==> config.mk <==
export PLATFORM = sky130hd
export DESIGN_NAME = fpn_cfg
export DESIGN_NICKNAME = d
export VERILOG_FILES = /design/src/fpn_pkg.sv /design/src/fpn_cfg.sv
export SDC_FILE = /design/constraint.sdc
export NUM_CORES = 1
export LEC_CHECK = 0
export BUFFER_PORTS_ARGS = -buffer_cell sky130_fd_sc_hd__buf_2
export CORE_MARGIN = 1.5
export CORE_UTILIZATION = 50
export DETAILED_ROUTE_END_ITERATION = 7
export GPL_TIMING_DRIVEN = 0
export PLACE_DENSITY = 0.95
export SKIP_LAST_GASP = 1
export SLEW_MARGIN = 40
export SYNTH_ARGS = -nofsm -noshare
export SYNTH_HDL_FRONTEND = slang
export SYNTH_SLANG_ARGS = --single-unit
==> constraint.sdc <==
create_clock -name clk -period 1.7 [get_ports clk]
set_clock_uncertainty 0.1 [all_clocks]
set_input_delay 0.085 -clock clk [delete_from_list [all_inputs] [get_ports clk]]
set_output_delay 0.085 -clock clk [all_outputs]
set_load 0.01 [all_outputs]
==> src/fpn_pkg.sv <==
// Shared types, register codes and the gradient function for the fractal noise core
`timescale 1ns / 1ps
`default_nettype none
package fpn_pkg;

  localparam logic [16:0] ONE_FX = 17'h10000;

  localparam logic OP_LOAD = 1'b0;
  localparam logic OP_EVAL = 1'b1;

  localparam logic [1:0] REG_PERS = 2'd0;
  localparam logic [1:0] REG_AMP  = 2'd1;
  localparam logic [1:0] REG_FREQ = 2'd2;
  localparam logic [1:0] REG_OCT  = 2'd3;

  typedef struct packed {
    logic [16:0] persistence;
    logic [23:0] start_amplitude;
    logic [23:0] start_frequency;
    logic [3:0]  octave_count;
  } cfg_regs_t;

  function automatic logic signed [18:0] grad(input logic [3:0] h,
                                               input logic signed [17:0] x,
                                               input logic signed [17:0] y,
                                               input logic signed [17:0] z);
    logic signed [18:0] xe;
    logic signed [18:0] ye;
    logic signed [18:0] ze;
    logic signed [18:0] r;
    xe = $signed({x[17], x});
    ye = $signed({y[17], y});
    ze = $signed({z[17], z});
    case (h)
      4'h0: r = xe + ye;
      4'h1: r = -xe + ye;
      4'h2: r = xe - ye;
      4'h3: r = -xe - ye;
      4'h4: r = xe + ze;
      4'h5: r = -xe + ze;
      4'h6: r = xe - ze;
      4'h7: r = -xe - ze;
      4'h8: r = ye + ze;
      4'h9: r = -ye + ze;
      4'hA: r = ye - ze;
      4'hB: r = -ye - ze;
      4'hC: r = ye + xe;
      4'hD: r = -ye + ze;
      4'hE: r = ye - xe;
      default: r = -ye - ze;
    endcase
    return r;
  endfunction

endpackage
`default_nettype wire

==> src/fpn_cfg.sv <==
// APB register bank holding the octave configuration
`timescale 1ns / 1ps
`default_nettype none
module fpn_cfg
  import fpn_pkg::*;
(
  input  wire logic        clk,
  input  wire logic        rst_n,
  input  wire logic        psel,
  input  wire logic        penable,
  input  wire logic        pwrite,
  input  wire logic [3:0]  paddr,
  input  wire logic [31:0] pwdata,
  output logic      [31:0] prdata,
  output logic             pready,
  output cfg_regs_t        cfg
);

  cfg_regs_t  regs_r;
  logic       wr;
  logic [1:0] idx;

  assign pready = 1'b1;
  assign wr     = psel & penable & pwrite & pready;
  assign idx    = paddr[3:2];
  assign cfg    = regs_r;

  always_ff @(posedge clk) begin
    if (!rst_n) begin
      regs_r.persistence     <= 17'd32768;
      regs_r.start_amplitude <= 24'd65536;
      regs_r.start_frequency <= 24'd65536;
      regs_r.octave_count    <= 4'd4;
    end else if (wr) begin
      case (idx)
        REG_PERS: regs_r.persistence     <= pwdata[16:0];
        REG_AMP:  regs_r.start_amplitude <= pwdata[23:0];
        REG_FREQ: regs_r.start_frequency <= pwdata[23:0];
        REG_OCT:  regs_r.octave_count    <= pwdata[3:0];
        default: ;
      endcase
    end
  end

  always_comb begin
    case (idx)
      REG_PERS: prdata = {15'd0, regs_r.persistence};
      REG_AMP:  prdata = {8'd0, regs_r.start_amplitude};
      REG_FREQ: prdata = {8'd0, regs_r.start_frequency};
      REG_OCT:  prdata = {28'd0, regs_r.octave_count};
      default:  prdata = 32'd0;
    endcase
  end

endmodule
`default_nettype wire

==> qor.txt <==
# DRC - 0
Worst Hold Depth - 3
Core Area - 0.00599 sq mm
DR WL met3 - 634 um
Final instance area - 0.00426 sq mm
Placed Cells - 531
Top post-synthesis cells by area - dfxtp_1 (44%), mux2i_1 (26%), nand2_1 (12%)
Final hold violations - 0
Total CTS buffers - 9
Top routing layer in use - met4
Post_cts resized - 0
Setup violators final - 0
Clk slew on worst S/H paths - 0.07 ns
Most frequent CP cell - buf_2
Vias per inst - 5.25
Post-synth EDFFs - 0
Fmax - 0.645 GHz
Mean post-synth cell area - 9.59 sq um
CP max stage delay - 0.48 ns
Placed Area - 0.00387 sq mm
Register area - 0.00138 sq mm
Multi-input logic area - 0.00157 sq mm
WL/cell - 16.5 um
Antenna fix cells - 0
Largest net degree at the start of global routing - 11
Sw Share - 24.7%
Min-delay worst type - in2reg
Flops & latches, synth - 69
Worst-path fanout max - 10
Worst skew pair latency - 0.33 ns
Pre-antenna DRT Iters - 4
VDD IR-drop max - 0.567 mV
Final Max Slew Viols - 0
Clk buf depth - 2
Post-Route WL - 9370 um
Sequential area share after synthesis - 44.0%
Drt initial violations - 140
Routed Antenna Nets - 0
Max FFs per register - 69
Setup Buffers After CTS - 0
Period Utilization, post-route - 91.2%
Yosys top cell by area - dfxtp_1
DP Worst Slack - 0.150 ns
Setup Crit Path Kind - in2out
Share of cells above drive strength 1 - 32.7%
WP data required - 1.51 ns
WL met2 - 4730 um
PD cells - 743 mW/mm^2
Slowest stage cell, crit path - clkbuf_1
Net switching power - 783 uW
Clock network power share - 36.4%
Initial Util - 52.4%
Worst-Margin Slew - 0.720 ns
Hold WS - 0.0272 ns
Die ar. - 0.00676 sq mm
Site Rows - 28
Area grow syn2layout - 35.9%
R2R cell count - 2
Post-DP HPWL - 6490 um
Status - completed
Pleak - 2.18 nW
Non-filler instance count after layout - 568
First-pass GRT wire length - 14600 um
Post-Syn Area - 0.00314 sq mm
Top cell type's share of synthesized area - 44.0%
H-tree levels - 3
Max-cap violation count - 0
Gpl congestion - 0.837
Unrepaired setup endpoints after global routing - no
Remaining global-route overflow - 0
Tmin final - 1.55 ns
Cell Int Power - 2.38 mW
Top cells by count, synth - nand2_1 (103), mux2i_1 (80), dfxtp_1 (69)
CP Data Arrival Time - 1.36 ns
Rel. slew slack - 51.8%
Number of buffers added on ports - 122
Fraction of registers with async set/reset - 0%
Die height - 82.2 um
Yosys Warn Count - 0
Total Nets Final - 531
Count leader, synth - nand2_1
Logic pwr share - 11.3%
Vias in the first global route - 2937
Io pins - 143
TritonCTS clock tree - done
Fin util - 71.2%
Synth Instances - 327
GR Util All Layers - 29.3%
Power Total - 3.17 mW
Die W - 82.2 um
CP cell instances - buf_2, and2b_1, clkbuf_1, nand2_1, o21ai_0, buf_2
Worst Setup End Kind - output pin
Total number of vias - 2981
Sequential Power Share - 52.3%
Total Neg Setup Slack - 0 ns
Wl on met1 - 3850 um
Fillers - 485
Setup WS post-layout - 0.150 ns
Post-synthesis cell type count - 24
Sink Count - 69
Ys flop type - dfxtp_1
Startpoint class of the critical path - input pin
Initial antenna violation count - 0
CTS Root Cell - clkbuf_8
==> timing repair <==
action / 4_1_cts / 5_1_grt
hold buffers: 23 / 0
endpoints found under the hold margin: 62 / 0
setup endpoints to repair: 0 / 0
==> cell families after synthesis <==
kind of cell           after synthesis  share of synthesized area (%)
and+or+nand+nor                    114                           15.6
muxes                               84                           28.4
DFF                                 69                           44.0
buffers and inverters               34                           6.74
AOI/OAI and AO/OA                   24                           4.95
other                                2                          0.239
==> worst paths after layout <==
kind | start | slack (ns) | endpoint
worst max register to register | cfg[2] | 0.84 | cfg[2]
worst min-delay path | paddr[3] | 0.03 | cfg[57]
worst max-delay path | paddr[2] | 0.15 | prdata[12]
worst min register to register | cfg[16] | 0.37 | cfg[16]
==> power groups by stage <==
stage               combinational (mW)  clock [mW]  sequential, mW
finish                           0.359        1.15            1.65
global route                     0.389        1.24            1.66
CTS                              0.355        1.18            1.65
detailed placement               0.314           0            1.69
global placement                 0.307           0            1.69
floorplan                        0.176           0            1.70
==> cells in the final DEF, fill, tap and decap left out, types with 2 or more instances in the layout <==
| cell type | instances |
|---|---|
| dfxtp_1 | 69 |
| buf_4 | 14 |
| nor2b_1 | 4 |
| dlygate4sd3_1 | 23 |
| buf_2 | 123 |
| mux2i_1 | 80 |
| mux4_2 | 4 |
| clkinv_2 | 2 |
| clkbuf_8 | 11 |
| o21ai_0 | 14 |
| buf_8 | 2 |
| conb_1 | 9 |
| nand2_1 | 103 |
| inv_1 | 2 |
| clkbuf_1 | 15 |
| a22o_1 | 7 |
==> routing by layer <==
layer / vias up / global-route usage, %
met1: 1418 / 35.6
li1: 1414 / -
met5: - / 0
met3: 17 / 6.15
met4: 0 / 13.9
met2: 132 / 49.2
==> layout make-up <==
type | instances | share of cell area [%]
inverters | 2 | 0.176
repair buffers | 145 | 19.7
clock inverters | 2 | 0.235
clock buffers | 12 | 3.64
multi-input cells | 231 | 36.8
well taps | 75 | 2.20
plain buffers | 32 | 4.78
flip-flops and latches | 69 | 32.4
==> critical path, delay by kind of cell <==
family                 cells  cell delay [ns]
AO/OA/AOI/OAI              1             0.10
buffers and inverters      3             0.79
AND/OR/NAND/NOR            2             0.38
Power figures use the tool's default switching activity.
